**config.mk**
```make
export PLATFORM = sky130hd
export DESIGN_NAME = rgb_to_hsv_converter
export DESIGN_NICKNAME = d
export VERILOG_FILES = /design/src/rtl/core/r2h_pkg.sv /design/src/rtl/core/r2h_div_pipe.sv /design/src/rtl/core/rgb_to_hsv_converter.sv
export VERILOG_INCLUDE_DIRS = /design/src /design/src/rtl/core
export SDC_FILE = /design/constraint.sdc
export NUM_CORES = 1
export LEC_CHECK = 0
export ABC_AREA = 1
export BUFFER_PORTS_ARGS = -buffer_cell sky130_fd_sc_hd__buf_4
export CORE_MARGIN = 2
export CORE_UTILIZATION = 66
export CTS_BUF_LIST = sky130_fd_sc_hd__clkbuf_8
export CTS_CLUSTER_SIZE = 10
export DETAILED_ROUTE_END_ITERATION = 8
export HOLD_SLACK_MARGIN = 0.15
export PLACE_DENSITY = 0.83
export SLEW_MARGIN = 20
export SYNTH_ARGS = -nofsm -noshare
export SYNTH_HDL_FRONTEND = slang
export SYNTH_SLANG_ARGS = --single-unit
```
**constraint.sdc**
```tcl
create_clock -name clk -period 25.9 [get_ports clk]
set_input_delay 2.59 -clock clk [delete_from_list [all_inputs] [get_ports clk]]
set_output_delay 2.59 -clock clk [all_outputs]
set_load 0.05 [all_outputs]
```
**src/rtl/core/rgb_to_hsv_converter_assert.svh**
```systemverilog
// Assertion macros for the RGB to HSV converter.
// Relies on clk and rst_n being in scope where a macro is used.
`ifndef RGB_TO_HSV_CONVERTER_ASSERT_SVH
`define RGB_TO_HSV_CONVERTER_ASSERT_SVH

// Implication checked at every clock edge outside reset
`define R2H_CHECK(label, ante, cons, msg) \
    label: assert property (@(posedge clk) disable iff (!rst_n) (ante) |-> (cons)) \
        else $error(msg);

// Check that holds whenever a result item is presented
`define R2H_CHECK_OUT(label, cons, msg) \
    `R2H_CHECK(label, m_tvalid, cons, msg)

`endif

```
**src/rtl/core/r2h_pkg.sv**
```systemverilog
// Shared types and constants for the RGB to HSV converter.
// No dependencies.
package r2h_pkg;

    // Which channel holds the maximum (ties: red, then green)
    typedef enum logic [1:0] {
        SEL_RED,
        SEL_GREEN,
        SEL_BLUE
    } hue_sel_t;

    // Divider geometry: hue numerator 256*(num+(k+6)*delta), divisor 6*delta
    localparam int DIV_QUO_W = 9;
    localparam int HUE_NUM_W = 20;
    localparam int HUE_DEN_W = 11;
    localparam int SAT_NUM_W = 16;
    localparam int SAT_DEN_W = 8;

    // Side information that travels alongside the dividers
    typedef struct packed {
        logic       gray;
        logic       black;
        logic [7:0] mx;
    } side_t;

endpackage

```
**src/rtl/core/r2h_div_pipe.sv**
```systemverilog
// Pipelined restoring divider, one quotient bit per register stage.
// Standalone; used by the RGB to HSV converter top level.
module r2h_div_pipe #(
    parameter int NUM_W = 20,
    parameter int DEN_W = 11,
    parameter int QUO_W = 9
) (
    input  logic             clk,
    input  logic             en,
    input  logic [NUM_W-1:0] numer,
    input  logic [DEN_W-1:0] denom,
    output logic [QUO_W-1:0] quo
);

    localparam int REM_W = (NUM_W > DEN_W + QUO_W) ? NUM_W : DEN_W + QUO_W;

    logic [REM_W-1:0] rem_reg [QUO_W-1];
    logic [DEN_W-1:0] den_reg [QUO_W-1];
    logic [QUO_W-1:0] quo_reg [QUO_W];

    // One quotient bit per stage, most significant first
    for (genvar j = 0; j < QUO_W; j++) begin : g_stage
        logic [REM_W-1:0] rem_in;
        logic [DEN_W-1:0] den_in;
        logic [QUO_W-1:0] quo_in;
        logic [REM_W-1:0] trial;
        logic             fits;

        if (j == 0) begin : g_first
            assign rem_in = REM_W'(numer);
            assign den_in = denom;
            assign quo_in = '0;
        end
        else begin : g_rest
            assign rem_in = rem_reg[j-1];
            assign den_in = den_reg[j-1];
            assign quo_in = quo_reg[j-1];
        end

        assign trial = REM_W'(den_in) << (QUO_W - 1 - j);
        assign fits  = (rem_in >= trial);

        // Advance quotient bit
        always_ff @(posedge clk)
        begin
            if (en)
            begin
                quo_reg[j] <= quo_in | (fits ? (QUO_W'(1) << (QUO_W - 1 - j)) : '0);
            end
        end

        // Advance remainder and divisor to the next stage
        if (j < QUO_W - 1) begin : g_carry
            always_ff @(posedge clk)
            begin
                if (en)
                begin
                    rem_reg[j] <= fits ? (rem_in - trial) : rem_in;
                    den_reg[j] <= den_in;
                end
            end
        end
    end

    assign quo = quo_reg[QUO_W-1];

endmodule

```
**src/rtl/core/rgb_to_hsv_converter.sv**
```systemverilog
// RGB to HSV converter top level: stream ports, channel sort and the two dividers.
// Depends on r2h_pkg, r2h_div_pipe and rgb_to_hsv_converter_assert.svh.
//
// Converts one 8-bit RGB pixel per clock into 8-bit hue, saturation and value.
// From acceptance to presentation each item passes these stages: one stage sorts the
// channels, one forms numerators and divisors, nine run the two restoring dividers
// side by side (one quotient bit each), and one masks gray and black pixels into
// the output register. A new item is taken every cycle; when a result waits
// unaccepted on the output the whole pipeline holds, and s_tready drops with it.
module rgb_to_hsv_converter
    import r2h_pkg::*;
(
    input  logic        clk,
    input  logic        rst_n,
    input  logic        s_tvalid,
    output logic        s_tready,
    input  logic [23:0] s_tdata,   // [7:0] red, [15:8] green, [23:16] blue
    output logic        m_tvalid,
    input  logic        m_tready,
    output logic [23:0] m_tdata    // [7:0] hue, [15:8] saturation, [23:16] brightness_value
);

    `include "rgb_to_hsv_converter_assert.svh"

    localparam int PIPE_DEPTH = DIV_QUO_W + 3;

    logic                  en;
    logic [PIPE_DEPTH-1:0] valid_reg;

    logic [7:0]            red;
    logic [7:0]            green;
    logic [7:0]            blue;
    logic                  red_max;
    logic                  green_max;
    logic [7:0]            mx;
    logic [7:0]            mn;
    hue_sel_t              sel;
    logic signed [8:0]     num;

    logic [7:0]            a_mx_reg;
    logic [7:0]            a_delta_reg;
    logic signed [8:0]     a_num_reg;
    hue_sel_t              a_sel_reg;

    logic [10:0]           six_d;
    logic [11:0]           off_d;
    logic signed [12:0]    hue_sum;

    logic [HUE_NUM_W-1:0]  b_hue_num_reg;
    logic [HUE_DEN_W-1:0]  b_hue_den_reg;
    logic [SAT_NUM_W-1:0]  b_sat_num_reg;
    logic [SAT_DEN_W-1:0]  b_sat_den_reg;
    side_t                 b_side_reg;

    side_t                 side_reg [DIV_QUO_W];
    logic [DIV_QUO_W-1:0]  hue_quo;
    logic [DIV_QUO_W-1:0]  sat_quo;

    logic [7:0]            out_hue_reg;
    logic [7:0]            out_sat_reg;
    logic [7:0]            out_value_reg;

    // Hold everything while a result waits on the output
    assign en       = !valid_reg[PIPE_DEPTH-1] || m_tready;
    assign s_tready = en;

    // Advance valid bits with the data
    always_ff @(posedge clk or negedge rst_n)
    begin
        if (!rst_n)
        begin
            valid_reg <= '0;
        end
        else if (en)
        begin
            valid_reg <= {valid_reg[PIPE_DEPTH-2:0], s_tvalid};
        end
    end

    // Sort channels and pick the hue sector
    assign red       = s_tdata[7:0];
    assign green     = s_tdata[15:8];
    assign blue      = s_tdata[23:16];
    assign red_max   = (red >= green) && (red >= blue);
    assign green_max = !red_max && (green >= blue);

    always_comb
    begin
        mn = (red < green) ? red : green;
        if (blue < mn)
        begin
            mn = blue;
        end
        if (red_max)
        begin
            sel = SEL_RED;
            mx  = red;
            num = $signed({1'b0, green}) - $signed({1'b0, blue});
        end
        else if (green_max)
        begin
            sel = SEL_GREEN;
            mx  = green;
            num = $signed({1'b0, blue}) - $signed({1'b0, red});
        end
        else
        begin
            sel = SEL_BLUE;
            mx  = blue;
            num = $signed({1'b0, red}) - $signed({1'b0, green});
        end
    end

    always_ff @(posedge clk)
    begin
        if (en)
        begin
            a_mx_reg    <= mx;
            a_delta_reg <= mx - mn;
            a_num_reg   <= num;
            a_sel_reg   <= sel;
        end
    end

    // Form numerators and divisors: sector offset is (k + 6) * delta
    assign six_d = 11'({a_delta_reg, 2'b00}) + 11'({a_delta_reg, 1'b0});

    always_comb
    begin
        case (a_sel_reg)
            SEL_RED:   off_d = 12'(six_d);
            SEL_GREEN: off_d = 12'({a_delta_reg, 3'b000});
            SEL_BLUE:  off_d = 12'({a_delta_reg, 3'b000}) + 12'({a_delta_reg, 1'b0});
            default:   off_d = 12'(six_d);
        endcase
    end

    assign hue_sum = 13'(a_num_reg) + $signed({1'b0, off_d});

    always_ff @(posedge clk)
    begin
        if (en)
        begin
            b_hue_num_reg    <= {hue_sum[11:0], 8'h00};
            b_hue_den_reg    <= six_d;
            b_sat_num_reg    <= {a_delta_reg, 8'h00} - 16'(a_delta_reg);
            b_sat_den_reg    <= a_mx_reg;
            b_side_reg.gray  <= (a_delta_reg == 8'd0);
            b_side_reg.black <= (a_mx_reg == 8'd0);
            b_side_reg.mx    <= a_mx_reg;
        end
    end

    // Divide hue and saturation side by side
    r2h_div_pipe #(
        .NUM_W (HUE_NUM_W),
        .DEN_W (HUE_DEN_W),
        .QUO_W (DIV_QUO_W)
    ) u_hue_div (
        .clk   (clk),
        .en    (en),
        .numer (b_hue_num_reg),
        .denom (b_hue_den_reg),
        .quo   (hue_quo)
    );

    r2h_div_pipe #(
        .NUM_W (SAT_NUM_W),
        .DEN_W (SAT_DEN_W),
        .QUO_W (DIV_QUO_W)
    ) u_sat_div (
        .clk   (clk),
        .en    (en),
        .numer (b_sat_num_reg),
        .denom (b_sat_den_reg),
        .quo   (sat_quo)
    );

    // Carry flags and value alongside the dividers
    always_ff @(posedge clk)
    begin
        if (en)
        begin
            side_reg[0] <= b_side_reg;
            for (int j = 1; j < DIV_QUO_W; j++)
            begin
                side_reg[j] <= side_reg[j-1];
            end
        end
    end

    // Drop quotients of gray and black pixels into the output register
    always_ff @(posedge clk)
    begin
        if (en)
        begin
            out_hue_reg   <= side_reg[DIV_QUO_W-1].gray  ? 8'd0 : hue_quo[7:0];
            out_sat_reg   <= side_reg[DIV_QUO_W-1].black ? 8'd0 : sat_quo[7:0];
            out_value_reg <= side_reg[DIV_QUO_W-1].mx;
        end
    end

    assign m_tvalid = valid_reg[PIPE_DEPTH-1];
    assign m_tdata  = {out_value_reg, out_sat_reg, out_hue_reg};

    // A saturated pixel has a nonzero delta, so zero saturation means gray
    `R2H_CHECK_OUT(a_gray_hue, (m_tdata[15:8] != 8'd0) || (m_tdata[7:0] == 8'd0),
        "zero saturation with nonzero hue")
    // A black pixel carries no saturation
    `R2H_CHECK_OUT(a_black_sat, (m_tdata[23:16] != 8'd0) || (m_tdata[15:8] == 8'd0),
        "black pixel with nonzero saturation")
    // Saturation quotient never exceeds eight bits for a lit pixel
    `R2H_CHECK(a_sat_range, valid_reg[PIPE_DEPTH-2] && !side_reg[DIV_QUO_W-1].black,
        !sat_quo[DIV_QUO_W-1], "saturation quotient overflow")

endmodule
```
# ---- Word level (Yosys, flattened, before mapping)
# Memory sizes are Yosys's and may differ from the RTL's. A register that Yosys moved wholly into a read port is not among the register bits.
# Index checks and enable logic that the tools add are counted.
dict set report word_totals {
  register_bits 96
  ramBits 700
  input_bits 28
  wordCells 135
  n_memories 7
}
# name words width rd rd_clocked_by_memory_dff wr line_no
set memory_table {}
lappend memory_table {u_hue_div.rem_reg 8 20 8 0 8 r2h_div_pipe.sv:17} ;# logic [REM_W-1:0] rem_reg [QUO_W-1];
lappend memory_table {u_sat_div.rem_reg 8 17 8 0 8 r2h_div_pipe.sv:17}
lappend memory_table {side_reg 9 10 9 0 9 rgb_to_hsv_converter.sv:55} ;# side_t side_reg [DIV_QUO_W];
lappend memory_table {u_hue_div.den_reg 8 11 8 0 8 r2h_div_pipe.sv:18} ;# logic [DEN_W-1:0] den_reg [QUO_W-1];
lappend memory_table {u_hue_div.quo_reg 9 9 9 1 9 r2h_div_pipe.sv:19} ;# logic [QUO_W-1:0] quo_reg [QUO_W];
lappend memory_table {u_sat_div.quo_reg 9 9 9 1 9 r2h_div_pipe.sv:19}
lappend memory_table {{+1 memories} - - - - - -}
dict set report op_classes {
  add_sub_neg 24
  n_lt_le_gt_ge 23
  n_eq_ne 2
  mux 44
  bitwise_logic 16
  n_reduce_logical 7
}
# operator n
set ops {}
lappend ops {{$mux 20} 8}
lappend ops {{$or 9x9->9} 16}
lappend ops {{$mux 17} 8}
lappend ops {{$mux 8} 6}
lappend ops {{$mux 9} 4}
lappend ops {{$sub 8x8->9} 3}
lappend ops {{$ge 8x8->1} 3}
lappend ops {{$pmux 12 s2} 1}
lappend ops {{$ge 20x11->1} 1}
lappend ops {{$ge 20x12->1} 1}
lappend ops {{$ge 20x13->1} 1}
lappend ops {{$ge 20x14->1} 1}
lappend ops {{$ge 20x15->1} 1}
lappend ops {{$ge 20x16->1} 1}
lappend ops {{$ge 20x17->1} 1}
lappend ops {{$ge 20x18->1} 1}
lappend ops {{$ge 20x19->1} 1}
lappend ops {{$sub 20x12->20} 1}
lappend ops {{$sub 20x13->20} 1}
lappend ops {{$sub 20x14->20} 1}
lappend ops {{$sub 20x15->20} 1}
lappend ops {{$sub 20x16->20} 1}
lappend ops {{$sub 20x17->20} 1}
lappend ops {{$sub 20x18->20} 1}
lappend ops {{37 further kinds} 51}

# ---- Logic depth before layout (Yosys ltp)
dict set report depth {
  depth_word 7
  depth_mapped 32
  mapped_depth_nobuf 31
}

# ---- Modules after synthesis
# A second synthesis with hierarchy kept.
dict set report hier_totals {
  hier_cells 4224
  hier_area_um2 40582.7
}
# mod n_inst cells_per_inst area_per_inst_um2 seq_area_each_um2
set modules_own_cells {}
lappend modules_own_cells {{r2h_div_pipe at u_hue_div} 1 1902 17020.1 8798.4}
lappend modules_own_cells {{r2h_div_pipe at u_sat_div} 1 1500 13839.5 7357.1}
lappend modules_own_cells {rgb_to_hsv_converter 1 822 9723.1 5915.7}

# ---- Worst setup path before layout
# OpenSTA, ideal clock, no wires.
dict set report synth_path {
  path_kind {input to output}
  start {input port m_tready}
  end {output port s_tready}
  arrival_ns 18.827
  slack_ns 4.483
  stages 3
  n_path_buf 1
  path_cell_list {inv_1 -> nand2_1 -> clkbuf_1}
}
dict set report synth_between {
  elab_chain_len 1
}
# element line_no
set synth_lines {}
lappend synth_lines {{start: declaration} rgb_to_hsv_converter.sv:19} ;# input logic m_tready,
lappend synth_lines {{$logic_or 1x1->1} rgb_to_hsv_converter.sv:64} ;# assign en = !valid_reg[PIPE_DEPTH-1] || m_tready;
lappend synth_lines {{end: declaration} rgb_to_hsv_converter.sv:16} ;# output logic s_tready,
# Every way passes these cells.

# ---- Worst setup path after layout
dict set report layout_path {
  start {input port s_tdata[14]}
  end {register a_delta_reg[6] (data pin)}
}
dict set report layout_between {
  elab_chain_len 7
  elab_cells_between_ends 12
  cone_classes {1 x add/sub; 4 x order compare; 4 x mux; 3 x reduce/logical}
}
# element line_no
set layout_lines {}
lappend layout_lines {{start: declaration} rgb_to_hsv_converter.sv:17} ;# input logic [23:0] s_tdata,
lappend layout_lines {{branches (longest 6 deep; another with $lt 8x8->1)} -}
lappend layout_lines {{$sub 8x8->8 *} rgb_to_hsv_converter.sv:119} ;# a_delta_reg <= mx - mn;
lappend layout_lines {{end signal: assignment} rgb_to_hsv_converter.sv:119}
lappend layout_lines {{end: declaration} rgb_to_hsv_converter.sv:41} ;# logic [7:0] a_delta_reg;
# Every way passes the cells marked *.
# A chain may end at the register's enable or synchronous reset.

==> impl_results.md <==
- Result of the run: finished clean
- Overflow after GRT: 0
- Clock Skews: approximately 0.035 ns
- Effective utilization at floorplan: 0.665
- Antenna violations before repair: 1
- Wire length of the first global-routing pass: 97,300 um
- Critical Path Start Type: input port
- Crit path time final: 6.39 ns
- Critical Setup Path Class: input port to flop
- Proportion of synthesized flip-flops having asynchronous set or reset: 0.0204
- R2r setup slk: about 22 ns
- Final HPWL from detailed placement: roughly 44,000 um
- Main area contributors after synthesis: edfxtp_1 (55%), ha_1 (9.2%), nand2_1 (5.7%)
- Std-Cell Core Area: 0.0475 mm^2
- Min-Delay Endpoint: side_reg[0][89]
- Crit Path Max Fanout: 16
- Worst slack, placed: between 15 and 20 ns
- Fmax achieved: about 160 MHz
- FF-to-FF Start: a_delta_reg[1]
- Unique cell type count in the Yosys netlist: 67
- WL/cell: 15.6 um
- Unrepaired setup endpoints after global routing: no
- Hold-critical path depth: 0
- EDFF count, synth: about 580
- Count of clock tree sinks: 589
- Flip-flop count of the largest register, all copies and words added: 132
- Clock Tree Buf Depth: 3
- Capturing element type of the critical path: flop
- Nets: approximately 3,400
- Aggregate negative setup slack: 0 ns
- Final period utilization: 0.247
- # DRC: 0
- Buffers inserted during post-CTS setup optimization: 0
- Final count of negative-setup-slack endpoints: 0
- Number of pins exceeding their max-slew limit in the final report: 0
- Number of cells on the worst reg-to-reg path: 18
- Yosys top cell by area: edfxtp_1
- Post-Synthesis Net Count: 3,275
- Router iterations before antenna repair: 6
- Share of layout cells above drive strength 1: 0.0759
- Portion of the post-synthesis area used by sequential elements: 0.558
- Number of top-level design ports: 54
- Tightest Pin Transition: 1.04 ns
- Post-route cell area: between 0.03 and 0.04 mm^2
- Mapped Avg Cell Area: about 11 um^2
- Worst slew margin relative to its limit: 0.309
- Dpl cells: 3,637
- Final ANT Viol Nets: 0
- Post-synthesis instance total: approximately 3,000
- Post-cts sizing count: 0
- Non-filler instance count after layout: about 3,800
- Number of register bits inferred by synthesis: roughly 600
- Area of the mapped netlist: approximately 0.032 mm^2
- Via-per-instance ratio: roughly 5.5
- Count of warnings emitted by yosys: 0
- Deepest level of the CTS H-tree: 3
- Worst min-delay path startpoint: side_reg[0][79]
- Maximum number of pins on one net before global-route repair: 88
- Number of maximum-capacitance violations: 0
- Worst-Skew Late Latency: between 0.6 and 0.7 ns
- Top cell type's share of synthesized area: 0.548
- Clock slew seen by the registers of the worst setup and hold paths: around 0.06 ns
- Root Buffer Master: clkbuf_8
- Number of endpoints with negative hold slack in the final report: 0
- Critical Path AT: between 6 and 7 ns
- Total of buffers placed on input and output ports: 53
- Placement-stage cell area: between 0.03 and 0.04 mm^2
- Violation count after the first detailed-route iteration: between 1,000 and 1,500
- Path class of the lowest-slack min-delay path: flop to flop
- Total wirelength of the detailed-routed design: 59,200 um
- Die width: between 200 and 250 um
- Final RePlAce weighted congestion: between 0.9 and 1
- Signed area change from the synthesized netlist to the final layout: 8.76%
- Die area: between 0.04 and 0.05 mm^2
- Total number of placement rows: 80
- Reg-to-reg endpoint: b_hue_num_reg[19]
- TritonCTS clock tree: built
- Worst-case setup margin in the final layout: 19.51 ns
- GRT Total Usage: 0.242
- Hold-fix buffers, CTS: 0
- Req. time, crit path: around 26 ns
- Overall die height: 223 um
- CTS Buf Count: 94
- Vias: 21,044
- Via count of the first global-routing pass: 21,257
- Most common flop cell mapped by yosys: edfxtp_1
-- area by class of cell --
type                       count  area (um^2)
tap                          615          769
multi-input combinational   1898        12000
inverter                     472         1770
clock buffer                  97         1340
timing repair buffer          63          473
antenna                        1         2.50
sequential                   589        17600
fill                        3127        13200
clock inverter                69          362
-- worst max path at each step --
| stage | start | end | slack [ns] | cells past startpoint |
|---|---|---|---|---|
| global placement | s_tdata[6] | a_delta_reg[6] | 18.95 | 22 |
| CTS | s_tdata[6] | a_delta_reg[6] | 19.56 | 22 |
| global route | s_tdata[14] | a_delta_reg[6] | 19.13 | 23 |
| floorplan | m_tready | s_tready | 4.48 | 3 |
| detailed placement | s_tdata[6] | a_delta_reg[6] | 18.84 | 22 |
| finish | s_tdata[14] | a_delta_reg[6] | 19.51 | 22 |
-- cells in the final DEF (no fill, tap or decap), types with 23 or more instances in the layout --
cell,count
edfxtp_1,577
inv_1,494
nand2_1,481
ha_1,233
a21oi_1,210
nor2_1,206
o21ai_0,178
xor2_1,120
clkbuf_8,97
nand3_1,84
xnor2_1,76
buf_4,63
nor3_1,41
nand4_1,30
clkinv_1,25
o21ai_1,24
nor4_1,24
fa_1,23
-- through the flow --
stage                     utilization  hold slack, ns
after detailed placement        0.687           0.405
after CTS                       0.723           0.407
after global placement          0.687           0.400
after global routing            0.723           0.411
final                           0.723           0.412
after floorplan                     -           0.400
-- synthesized netlist by cell type (3+ instances only) --
cell type and count:
edfxtp_1 577, clkbuf_1 11, nor3_1 41, xnor2_1 76, nor2_1 207, nand3b_1 7, dfrtp_1 12, nand4_1 30
o2111ai_1 5, nand2_1 482, o31ai_1 6, and3_1 3, o21ai_0 178, inv_1 462, a21oi_1 210, buf_2 14
a211oi_1 7, nor2_2 4, a31oi_1 10, ha_1 233, nand3_2 3, nand3_1 84, nor4_1 24, xor2_1 120
buf_6 4, or2_2 12, o21bai_1 11, nand2_2 10, a21o_1 8, inv_2 10, o21ai_2 10, o221ai_1 12
nor3b_1 4, o21ai_1 24, a221oi_1 4, a21oi_2 7, and2_1 3, fa_1 23, o211ai_1 6, o22ai_1 7
-- kinds of logic after synthesis --
kind of cell,synth area share
multiplexers,0.000673
XOR/XNOR,0.0543
flip-flops,0.558
AO/OA/AOI/OAI,0.0918
buffers and inverters,0.0619
AND/OR/NAND/NOR,0.127
adder cells (fa/ha/maj),0.107
-- per-layer routing --
layer,up-vias,global-route usage,wire length (um)
met2,493,0.463,31600
met5,-,0,0
met1,9858,0.266,23500
li1,10556,-,-
met4,0,0.102,1920
met3,137,0.0376,2190
-- worst max-delay path, stage by stage --
cell,delay [ns]
buf_4,0.10
inv_1,0.05
ha_1,0.32
nand2_1,0.09
nand2_1,0.07
a21oi_2,0.19
nand3_2,0.27
o21ai_0,0.33
ha_1,0.30
a21oi_1,0.15
nor2_1,0.06
a211oi_1,0.35
nand2_2,0.27
o21ai_0,0.23
ha_1,0.16
inv_1,0.06
fa_1,0.41
a31oi_1,0.32
nor2_1,0.08
o21ai_0,0.15
nand2_1,0.09
xor2_1,0.14
Power is left out: the tool's default activity adds up to more than one toggle a clock period on the data nets, which glitch-free logic cannot reach.
